**src/design/wcs_pkg.sv**
```systemverilog
// package for the washer cycle sequencer: field widths, codes, register map
// and the configuration struct; no dependencies
`default_nettype none

package wcs_pkg;

  // payload field widths
  localparam int unsigned SwitchW = 3;
  localparam int unsigned DurW    = 6;
  localparam int unsigned TickW   = 12;
  localparam int unsigned RepW    = 3;
  localparam int unsigned LenW    = 8;

  // configuration port
  localparam int unsigned ApbDataW = 32;
  localparam int unsigned ApbAddrW = 4;

  // register indexes (word address)
  localparam logic [1:0] REG_WASH_HALF = 2'd0;
  localparam logic [1:0] REG_DRY_UNITS = 2'd1;
  localparam logic [1:0] REG_BUZZ      = 2'd2;

  // register reset values
  localparam logic [DurW-1:0] WASH_HALF_RST = 6'd4;
  localparam logic [DurW-1:0] DRY_UNITS_RST = 6'd8;
  localparam logic [DurW-1:0] BUZZ_RST      = 6'd4;

  // load switch codes
  localparam logic [SwitchW-1:0] LOAD_LIGHT  = 3'b001;
  localparam logic [SwitchW-1:0] LOAD_MEDIUM = 3'b010;
  localparam logic [SwitchW-1:0] LOAD_HEAVY  = 3'b100;

  // task switch codes
  localparam logic [SwitchW-1:0] TASK_WASH_DRY = 3'b001;
  localparam logic [SwitchW-1:0] TASK_WASH     = 3'b010;
  localparam logic [SwitchW-1:0] TASK_DRY      = 3'b100;

  typedef struct packed {
    logic [DurW-1:0] wash_half_units;
    logic [DurW-1:0] dry_units_per_load;
    logic [DurW-1:0] buzz_units;
  } cfg_t;

endpackage

`default_nettype wire

```
**src/design/wcs_intf.sv**
```systemverilog
// valid/ready channel interfaces for switch samples and indicator results
// depends on wcs_pkg for field widths
`default_nettype none

interface wcs_in_if;
  logic                         valid;
  logic                         ready;
  logic [wcs_pkg::SwitchW-1:0]  load_switches;
  logic [wcs_pkg::SwitchW-1:0]  task_switches;
  logic                         start_press;
  logic                         stop_press;
  logic                         unit_tick;

  modport source (
    output valid, load_switches, task_switches, start_press, stop_press, unit_tick,
    input  ready
  );
  modport sink (
    input  valid, load_switches, task_switches, start_press, stop_press, unit_tick,
    output ready
  );
endinterface

interface wcs_out_if;
  logic                         valid;
  logic                         ready;
  logic [wcs_pkg::SwitchW-1:0]  load_leds;
  logic                         drum_led;
  logic                         buzzer_on;
  logic                         running;

  modport source (
    output valid, load_leds, drum_led, buzzer_on, running,
    input  ready
  );
  modport sink (
    input  valid, load_leds, drum_led, buzzer_on, running,
    output ready
  );
endinterface

`default_nettype wire

```
**src/design/washer_cycle_sequencer_unit.sv**
```systemverilog
// washer cycle sequencer top level: one switch sample in, one indicator result out
// latency: the result of a sample is valid the cycle after its transfer
// throughput: one sample per cycle unless the output stalls; a full result
// register whose result leaves in the same cycle does not block the next transfer
// reset: phase idle, choices and counters cleared, durations 4/8/4 units
// depends on wcs_pkg, wcs_intf (wcs_in_if, wcs_out_if) and wcs_cfg_regs
`default_nettype none

module washer_cycle_sequencer_unit (
  input  wire logic                           clk_i,
  input  wire logic                           rst_ni,
  wcs_in_if.sink                              in_i,
  wcs_out_if.source                           out_o,
  input  wire logic                           psel,
  input  wire logic                           penable,
  input  wire logic                           pwrite,
  input  wire logic [wcs_pkg::ApbAddrW-1:0]   paddr,
  input  wire logic [wcs_pkg::ApbDataW-1:0]   pwdata,
  output logic      [wcs_pkg::ApbDataW-1:0]   prdata,
  output logic                                pready
);

  typedef enum logic [2:0] {
    PH_IDLE     = 3'd0,
    PH_WASH_ON  = 3'd1,
    PH_WASH_OFF = 3'd2,
    PH_DRY      = 3'd3,
    PH_BUZZ     = 3'd4
  } phase_e;

  wcs_pkg::cfg_t cfg;

  // sequencer state
  phase_e                       phase_q, phase_d;
  logic [wcs_pkg::SwitchW-1:0]  load_q, load_d;
  logic [wcs_pkg::SwitchW-1:0]  task_q, task_d;
  logic [wcs_pkg::RepW-1:0]     rep_q, rep_d;
  logic [wcs_pkg::TickW-1:0]    tick_q, tick_d;

  // result register
  logic                         out_valid_q, out_valid_d;
  logic [wcs_pkg::SwitchW-1:0]  leds_q, leds_d;
  logic                         drum_q, drum_d;
  logic                         buzz_q, buzz_d;
  logic                         run_q, run_d;

  logic                         accept;

  wcs_cfg_regs u_cfg_regs (
    .clk_i   (clk_i),
    .rst_ni  (rst_ni),
    .psel    (psel),
    .penable (penable),
    .pwrite  (pwrite),
    .paddr   (paddr),
    .pwdata  (pwdata),
    .prdata  (prdata),
    .pready  (pready),
    .cfg_o   (cfg)
  );

  // the result register acts as the skid stage: take a new sample whenever
  // it is empty or its current result is leaving this cycle
  assign in_i.ready = !out_valid_q || out_o.ready;
  assign accept     = in_i.valid && in_i.ready;

  assign out_o.valid     = out_valid_q;
  assign out_o.load_leds = leds_q;
  assign out_o.drum_led  = drum_q;
  assign out_o.buzzer_on = buzz_q;
  assign out_o.running   = run_q;

  always_comb begin
    logic                        load_ok;
    logic                        task_ok;
    logic [1:0]                  eff_load;
    logic [wcs_pkg::LenW-1:0]    dry_len;
    logic [wcs_pkg::LenW-1:0]    raw_len;
    logic [wcs_pkg::LenW-1:0]    phase_len;
    logic [wcs_pkg::TickW-1:0]   tick_inc;
    logic [wcs_pkg::RepW-1:0]    rep_inc;

    phase_d = phase_q;
    load_d  = load_q;
    task_d  = task_q;
    rep_d   = rep_q;
    tick_d  = tick_q;

    load_ok = (in_i.load_switches == wcs_pkg::LOAD_LIGHT) ||
              (in_i.load_switches == wcs_pkg::LOAD_MEDIUM) ||
              (in_i.load_switches == wcs_pkg::LOAD_HEAVY);
    task_ok = (in_i.task_switches == wcs_pkg::TASK_WASH_DRY) ||
              (in_i.task_switches == wcs_pkg::TASK_WASH) ||
              (in_i.task_switches == wcs_pkg::TASK_DRY);

    // heavy load counts as three units
    eff_load = (load_q == wcs_pkg::LOAD_HEAVY) ? 2'd3 : load_q[1:0];
    dry_len  = wcs_pkg::LenW'({6'd0, eff_load} * {2'd0, cfg.dry_units_per_load});

    case (phase_q)
      PH_WASH_ON, PH_WASH_OFF: raw_len = wcs_pkg::LenW'(cfg.wash_half_units);
      PH_DRY:                  raw_len = dry_len;
      default:                 raw_len = wcs_pkg::LenW'(cfg.buzz_units);
    endcase
    // a zero duration still lasts one unit
    phase_len = (raw_len == '0) ? wcs_pkg::LenW'(1) : raw_len;

    tick_inc = tick_q + wcs_pkg::TickW'(1);
    rep_inc  = rep_q + wcs_pkg::RepW'(1);

    if (accept) begin
      if (phase_q == PH_IDLE || phase_q > PH_BUZZ) begin
        // idle: latch one-hot choices, then check start in the same transfer
        phase_d = PH_IDLE;
        if (load_ok) load_d = in_i.load_switches;
        if (task_ok) task_d = in_i.task_switches;
        if (in_i.start_press && load_d != '0 && task_d != '0) begin
          rep_d   = '0;
          tick_d  = '0;
          phase_d = (task_d == wcs_pkg::TASK_DRY) ? PH_DRY : PH_WASH_ON;
        end
      end else if (in_i.stop_press) begin
        // abort wins over a tick
        phase_d = PH_IDLE;
        load_d  = '0;
        task_d  = '0;
        rep_d   = '0;
        tick_d  = '0;
      end else if (in_i.unit_tick) begin
        if (tick_inc >= wcs_pkg::TickW'(phase_len)) begin
          tick_d = '0;
          case (phase_q)
            PH_WASH_ON: phase_d = PH_WASH_OFF;
            PH_WASH_OFF: begin
              // 2L+1 on/off repetitions
              if (rep_inc >= {eff_load, 1'b1}) begin
                rep_d   = '0;
                phase_d = (task_q == wcs_pkg::TASK_WASH_DRY) ? PH_DRY : PH_BUZZ;
              end else begin
                rep_d   = rep_inc;
                phase_d = PH_WASH_ON;
              end
            end
            PH_DRY: phase_d = PH_BUZZ;
            default: begin
              // buzzer done: back to idle, choices kept
              phase_d = PH_IDLE;
              rep_d   = '0;
            end
          endcase
        end else begin
          tick_d = tick_inc;
        end
      end
    end

    // indicators reflect the state after this sample
    leds_d = (phase_d == PH_WASH_ON || phase_d == PH_WASH_OFF || phase_d == PH_DRY)
             ? load_d : '0;
    drum_d = (phase_d == PH_WASH_ON || phase_d == PH_DRY);
    buzz_d = (phase_d == PH_BUZZ);
    run_d  = (phase_d != PH_IDLE);

    out_valid_d = accept ? 1'b1 : (out_o.ready ? 1'b0 : out_valid_q);
  end

  always_ff @(posedge clk_i or negedge rst_ni) begin
    if (!rst_ni) begin
      phase_q     <= PH_IDLE;
      load_q      <= '0;
      task_q      <= '0;
      rep_q       <= '0;
      tick_q      <= '0;
      out_valid_q <= 1'b0;
      leds_q      <= '0;
      drum_q      <= 1'b0;
      buzz_q      <= 1'b0;
      run_q       <= 1'b0;
    end else begin
      phase_q     <= phase_d;
      load_q      <= load_d;
      task_q      <= task_d;
      rep_q       <= rep_d;
      tick_q      <= tick_d;
      out_valid_q <= out_valid_d;
      if (accept) begin
        leds_q <= leds_d;
        drum_q <= drum_d;
        buzz_q <= buzz_d;
        run_q  <= run_d;
      end
    end
  end

`ifndef NO_ASSERTIONS
  // a running cycle always has both choices set
  a_run_has_choices: assert property (@(posedge clk_i) disable iff (!rst_ni)
    (phase_q != PH_IDLE) |-> (load_q != '0 && task_q != '0))
    else $error("running without a load or task choice");

  // repetition counter only counts inside the wash phases
  a_rep_only_in_wash: assert property (@(posedge clk_i) disable iff (!rst_ni)
    (phase_q != PH_WASH_ON && phase_q != PH_WASH_OFF) |-> (rep_q == '0))
    else $error("repetition count left over outside wash");

  // tick counter stays within the LenW bits of a phase length
  a_tick_bounded: assert property (@(posedge clk_i) disable iff (!rst_ni)
    tick_q[wcs_pkg::TickW-1:wcs_pkg::LenW] == '0)
    else $error("tick counter ran past any phase length");

  // a stop transfer while running lands in idle
  a_stop_aborts: assert property (@(posedge clk_i) disable iff (!rst_ni)
    (accept && in_i.stop_press && phase_q != PH_IDLE) |=> (phase_q == PH_IDLE))
    else $error("stop did not abort the running cycle");
`endif

endmodule

`default_nettype wire

```
**src/design/wcs_cfg_regs.sv**
```systemverilog
// apb-style register file holding the three phase durations
// depends on wcs_pkg for the register map and cfg_t
`default_nettype none

module wcs_cfg_regs (
  input  wire logic                           clk_i,
  input  wire logic                           rst_ni,
  input  wire logic                           psel,
  input  wire logic                           penable,
  input  wire logic                           pwrite,
  input  wire logic [wcs_pkg::ApbAddrW-1:0]   paddr,
  input  wire logic [wcs_pkg::ApbDataW-1:0]   pwdata,
  output logic      [wcs_pkg::ApbDataW-1:0]   prdata,
  output logic                                pready,
  output wcs_pkg::cfg_t                       cfg_o
);

  wcs_pkg::cfg_t cfg_q;
  logic          wr_en;
  logic [1:0]    reg_idx;

  assign pready  = 1'b1;
  assign wr_en   = psel && penable && pwrite && pready;
  assign reg_idx = paddr[wcs_pkg::ApbAddrW-1:2];
  assign cfg_o   = cfg_q;

  always_ff @(posedge clk_i or negedge rst_ni) begin
    if (!rst_ni) begin
      cfg_q.wash_half_units    <= wcs_pkg::WASH_HALF_RST;
      cfg_q.dry_units_per_load <= wcs_pkg::DRY_UNITS_RST;
      cfg_q.buzz_units         <= wcs_pkg::BUZZ_RST;
    end else if (wr_en) begin
      case (reg_idx)
        wcs_pkg::REG_WASH_HALF: cfg_q.wash_half_units    <= pwdata[wcs_pkg::DurW-1:0];
        wcs_pkg::REG_DRY_UNITS: cfg_q.dry_units_per_load <= pwdata[wcs_pkg::DurW-1:0];
        wcs_pkg::REG_BUZZ:      cfg_q.buzz_units         <= pwdata[wcs_pkg::DurW-1:0];
        default: ;
      endcase
    end
  end

  always_comb begin
    prdata = '0;
    case (reg_idx)
      wcs_pkg::REG_WASH_HALF: prdata[wcs_pkg::DurW-1:0] = cfg_q.wash_half_units;
      wcs_pkg::REG_DRY_UNITS: prdata[wcs_pkg::DurW-1:0] = cfg_q.dry_units_per_load;
      wcs_pkg::REG_BUZZ:      prdata[wcs_pkg::DurW-1:0] = cfg_q.buzz_units;
      default:                prdata = '0;
    endcase
  end

endmodule

`default_nettype wire
```
**src/flat_wrapper.sv**
```systemverilog
// flat-port wrapper written by rule: the top's interface ports become plain ports
module washer_cycle_sequencer_unit_flat 
  (clk_i, rst_ni, psel, penable, pwrite, paddr, pwdata, prdata, pready, in_i_valid, in_i_load_switches, in_i_task_switches, in_i_start_press, in_i_stop_press, in_i_unit_tick, in_i_ready, out_o_valid, out_o_load_leds, out_o_drum_led, out_o_buzzer_on, out_o_running, out_o_ready);
  wcs_in_if in_i_i ();
  wcs_out_if out_o_i ();
  input  wire logic clk_i;
  input  wire logic rst_ni;
  input  wire logic psel;
  input  wire logic penable;
  input  wire logic pwrite;
  input  wire logic [wcs_pkg::ApbAddrW-1:0] paddr;
  input  wire logic [wcs_pkg::ApbDataW-1:0] pwdata;
  output logic      [wcs_pkg::ApbDataW-1:0] prdata;
  output logic pready;
  input wire logic [$bits(in_i_i.valid)-1:0] in_i_valid;
  input wire logic [$bits(in_i_i.load_switches)-1:0] in_i_load_switches;
  input wire logic [$bits(in_i_i.task_switches)-1:0] in_i_task_switches;
  input wire logic [$bits(in_i_i.start_press)-1:0] in_i_start_press;
  input wire logic [$bits(in_i_i.stop_press)-1:0] in_i_stop_press;
  input wire logic [$bits(in_i_i.unit_tick)-1:0] in_i_unit_tick;
  output wire logic [$bits(in_i_i.ready)-1:0] in_i_ready;
  output wire logic [$bits(out_o_i.valid)-1:0] out_o_valid;
  output wire logic [$bits(out_o_i.load_leds)-1:0] out_o_load_leds;
  output wire logic [$bits(out_o_i.drum_led)-1:0] out_o_drum_led;
  output wire logic [$bits(out_o_i.buzzer_on)-1:0] out_o_buzzer_on;
  output wire logic [$bits(out_o_i.running)-1:0] out_o_running;
  input wire logic [$bits(out_o_i.ready)-1:0] out_o_ready;
  assign in_i_i.valid = in_i_valid;
  assign in_i_i.load_switches = in_i_load_switches;
  assign in_i_i.task_switches = in_i_task_switches;
  assign in_i_i.start_press = in_i_start_press;
  assign in_i_i.stop_press = in_i_stop_press;
  assign in_i_i.unit_tick = in_i_unit_tick;
  assign in_i_ready = in_i_i.ready;
  assign out_o_valid = out_o_i.valid;
  assign out_o_load_leds = out_o_i.load_leds;
  assign out_o_drum_led = out_o_i.drum_led;
  assign out_o_buzzer_on = out_o_i.buzzer_on;
  assign out_o_running = out_o_i.running;
  assign out_o_i.ready = out_o_ready;
  washer_cycle_sequencer_unit u_core (.clk_i(clk_i), .rst_ni(rst_ni), .in_i(in_i_i), .out_o(out_o_i), .psel(psel), .penable(penable), .pwrite(pwrite), .paddr(paddr), .pwdata(pwdata), .prdata(prdata), .pready(pready));
endmodule
```
**config.mk**
```make
export PLATFORM = sky130hd
export DESIGN_NAME = washer_cycle_sequencer_unit_flat
export DESIGN_NICKNAME = d
export VERILOG_FILES = /design/src/design/wcs_pkg.sv /design/src/design/wcs_intf.sv /design/src/design/washer_cycle_sequencer_unit.sv /design/src/design/wcs_cfg_regs.sv /design/src/flat_wrapper.sv
export SDC_FILE = /design/constraint.sdc
export NUM_CORES = 1
export LEC_CHECK = 0
export BUFFER_PORTS_ARGS = -buffer_cell sky130_fd_sc_hd__buf_2
export CORE_ASPECT_RATIO = 1.1
export CORE_MARGIN = 3
export CORE_UTILIZATION = 58
export DETAILED_ROUTE_END_ITERATION = 16
export MAX_ROUTING_LAYER = met4
export PLACE_DENSITY = 0.87
export SLEW_MARGIN = 20
export SYNTH_ARGS = -nofsm -noshare
export SYNTH_HDL_FRONTEND = slang
export SYNTH_SLANG_ARGS = --single-unit
```
**constraint.sdc**
```tcl
create_clock -name clk_i -period 9.47 [get_ports clk_i]
set_input_delay 0.4735 -clock clk_i [delete_from_list [all_inputs] [get_ports clk_i]]
set_output_delay 0.4735 -clock clk_i [all_outputs]
set_load 0.005 [all_outputs]
```
==> metrics.txt <==
critical path class=reg2reg; FFs w/ async S/R, synth=100%; final setup margin=4470 ps; required time worst endpoint=9670 ps; Antenna diodes=0; Worst Hold Class=in2async; reg2reg end=u_core.out_o.load_leds[2]; maxcap violations=0; die footprint=0.00702 mm2; Startpoint Class=flop; # resized after CTS=0; post-synthesis cell type count=61; number of synthesized register bits=49; CTS clk-pin slew, worst paths=90 ps; DP Worst Slack=4540 ps; clock period minus worst slack=5000 ps; Post-CTS Hold Fix Bufs=0; unrepaired setup endpoints after global routing=no; Core ar.=0.00581 mm2; first-pass GRT wire length=12.4 mm; Die Wd=80.2 um; Die Ht=87.6 um; Setup Skew=7.52 ps; FF-to-FF setup slack=4470 ps; layout cells sized above 1=18.7%; crit path max fanout=8; Crit path largest cell delay=510 ps; TritonCTS Sinks=49; total chip power=0.828 mW; CP dominant cell by count=a21oi_1; final setup violating endpoints=0; worst slew pin tran=1020 ps; root buf cell=clkbuf_8; vias in the first global route=2765; status=finished, final reports clean; IO buf count=37; GRT Util Overall=23.0%; Routed Antenna Nets=0; Synth Cell Area=0.00351 mm2; htree depth=2; NumNets Final=480; CTS tree=done; Detailed Place HPWL=5.46 mm; post-route setup TNS=0 ps; Overflow after GRT=0; worst r2r src=u_core.load_q[0]; commonest non-fill, non-tap cell in the layout=dfrtp_1; Worst Setup End Kind=flop; LEAKAGE=1.78 nW; main flop type after synthesis=dfrtp_1; critical path's slowest cell=a21oi_1; drt first pass iters=5; clock buffer depth=2; sequential-to-total area share from yosys stat=35.0%; Top Ports=93; Placer Congestion=0.884; First DRT Iteration DRCs=198; Hold Violations, Final=0; Tcrit/Tclk final=52.8%; # fillers=480; Critical Path, Cell by Cell=inv_1 > a21oi_1 > nor2b_1 > ha_1 > fa_1 > a21o_1 > a21oi_1 > xnor2_1 > mux2i_1 > a21oi_1 > o22ai_1 > a41o_1 > ha_1 > nor2_1 > a21oi_1 > o31ai_1 > nand4_4 > a41o_1 > a31oi_4 > nand3b_2 > a32o_1; Post-Route WL=7.35 mm; Vias=2848; Avg Cell Area, Syn=9.24 um2; Max Clk Rate=200 MHz; EDFF count, synth=0; Peak VDD IR=130 uV; worst r2r path cells=21; Starting Density=60.5%; CP Data Arrival Time=5200 ps; power density over the cells=221 mW/mm2; Synth-to-Final Area Change=6.88%; most frequent cells in the layout=dfrtp_1 (46), nand2_1 (38), buf_2 (36); worst skew pair latency=310 ps; Site Rows=29; Rel. slew slack=31.5%; WL per Instance=15.1 um; clock buffer count from CTS=5; Mapped Cells=380; Largest delay share family, worst path=compound AO/OA/AOI/OAI gates; initial antenna violation count=0; Vias/cell=5.84; Post-DP Area=0.00363 mm2; DRC=0; WP buf/inv=1; Slew Viols, Final=0; yosys warns=0; design area=0.00375 mm2; largest net degree at the start of global routing=50; buffer count from post-CTS setup fixing=0; Final Util=64.6%
metal layers:
metal | part of all wire (%) | track usage [%] | vias to the layer above
met5 | 0 | - | -
met4 | 1.8 | 8.14 | 0
met3 | 4.8 | 2.88 | 15
met2 | 49 | 39.1 | 107
met1 | 44 | 28.1 | 1354
li1 | - | - | 1372
layout make-up:
class | instances | area (um2) | share of cell area (%)
Inverter | 7 | 26.3 | 0.700
Clock inverter | 2 | 37.5 | 1.00
Multi-Input combinational cell | 310 | 2090 | 55.8
Sequential cell | 49 | 1230 | 32.8
Tap cell | 77 | 96.3 | 2.57
Timing Repair Buffer | 37 | 188 | 5.00
Clock buffer | 6 | 82.6 | 2.20
Yosys cell counts (2+ instances only):
| cell | number | area [um2] |
|---|---|---|
| mux2i_1 | 7 | 70.1 |
| o22ai_1 | 8 | 50.1 |
| a21oi_1 | 14 | 70.1 |
| and3_1 | 2 | 12.5 |
| o21ai_0 | 22 | 110 |
| xnor2_1 | 10 | 87.6 |
| a21o_1 | 8 | 60.1 |
| nand2_1 | 38 | 143 |
| o21ai_1 | 9 | 45.0 |
| nor2b_1 | 16 | 100 |
| dfstp_2 | 3 | 78.8 |
| a32o_1 | 3 | 30.0 |
| o31ai_1 | 3 | 22.5 |
| or3b_1 | 2 | 17.5 |
| nor3_1 | 8 | 40.0 |
| a22oi_1 | 2 | 15.0 |
| nor3b_1 | 4 | 30.0 |
| mux2_2 | 18 | 203 |
| inv_1 | 7 | 26.3 |
| nor2_1 | 18 | 67.6 |
| or3_1 | 2 | 12.5 |
| nand2b_1 | 9 | 56.3 |
| a41o_1 | 2 | 20.0 |
| xor2_1 | 6 | 52.6 |
| nand3_1 | 11 | 55.1 |
| a21oi_2 | 2 | 17.5 |
| o211ai_1 | 3 | 22.5 |
| conb_1 | 2 | 7.51 |
| o21bai_1 | 2 | 15.0 |
| ha_1 | 17 | 213 |
| dfrtp_1 | 46 | 1150 |
| buf_4 | 29 | 218 |
| and2_1 | 4 | 25.0 |
| o32a_1 | 2 | 20.0 |
| clkbuf_1 | 8 | 30.0 |
| o22a_1 | 8 | 70.1 |
power breakdown:
group | internal, mW | leakage (nW) | total, mW | switching (mW)
Clock | 0.0860 | 0.0574 | 0.159 | 0.0730
Sequential | 0.252 | 0.634 | 0.304 | 0.0518
Combinational | 0.160 | 1.09 | 0.365 | 0.205
Total | 0.498 | 1.78 | 0.828 | 0.330
sequential cells by signal, summed over array words and instances (netlist names):
| signal | flops |
|---|---|
| u_core.load_q | 3 |
| u_core.out_o.buzzer_on | 1 |
| u_core.out_o.drum_led | 1 |
| u_core.out_o.load_leds | 3 |
| u_core.out_o.running | 1 |
| u_core.out_o.valid | 1 |
| u_core.phase_q | 3 |
| u_core.rep_q | 3 |
| u_core.task_q | 3 |
| u_core.tick_q | 12 |
| u_core.u_cfg_regs.cfg_o | 18 |
per-stage QoR:
step / hold WS, ps / std cells
4_1_cts: 370 / 488
2_1_floorplan: 178 / 405
5_1_grt: 213 / 488
3_3_place_gp: 459 / 480
3_5_place_dp: 467 / 480
6_report: 184 / 488
worst max path at each step:
stage | start | endpoint | slack, ps | cells after the start
after floorplan | u_core.load_q[0] | u_core.out_o.load_leds[0] | 5210 | 21
after global placement | u_core.load_q[1] | u_core.out_o.load_leds[0] | 4640 | 21
after detailed placement | u_core.load_q[0] | u_core.out_o.load_leds[2] | 4540 | 21
after CTS | u_core.load_q[0] | u_core.out_o.load_leds[2] | 4460 | 21
after global routing | u_core.load_q[1] | u_core.out_o.load_leds[1] | 4090 | 21
final | u_core.load_q[0] | u_core.out_o.load_leds[2] | 4470 | 21
logic make-up after synthesis:
family,after synthesis,synth area share [%]
compound gates,98,19.0
xor+xnor,16,3.99
fa+ha+maj,18,6.63
buf+inv,46,8.05
flops,49,35.0
mux,25,7.77
other cells,2,0.214
simple gates,126,19.4
No activity file was read; power rests on OpenSTA's default activity.
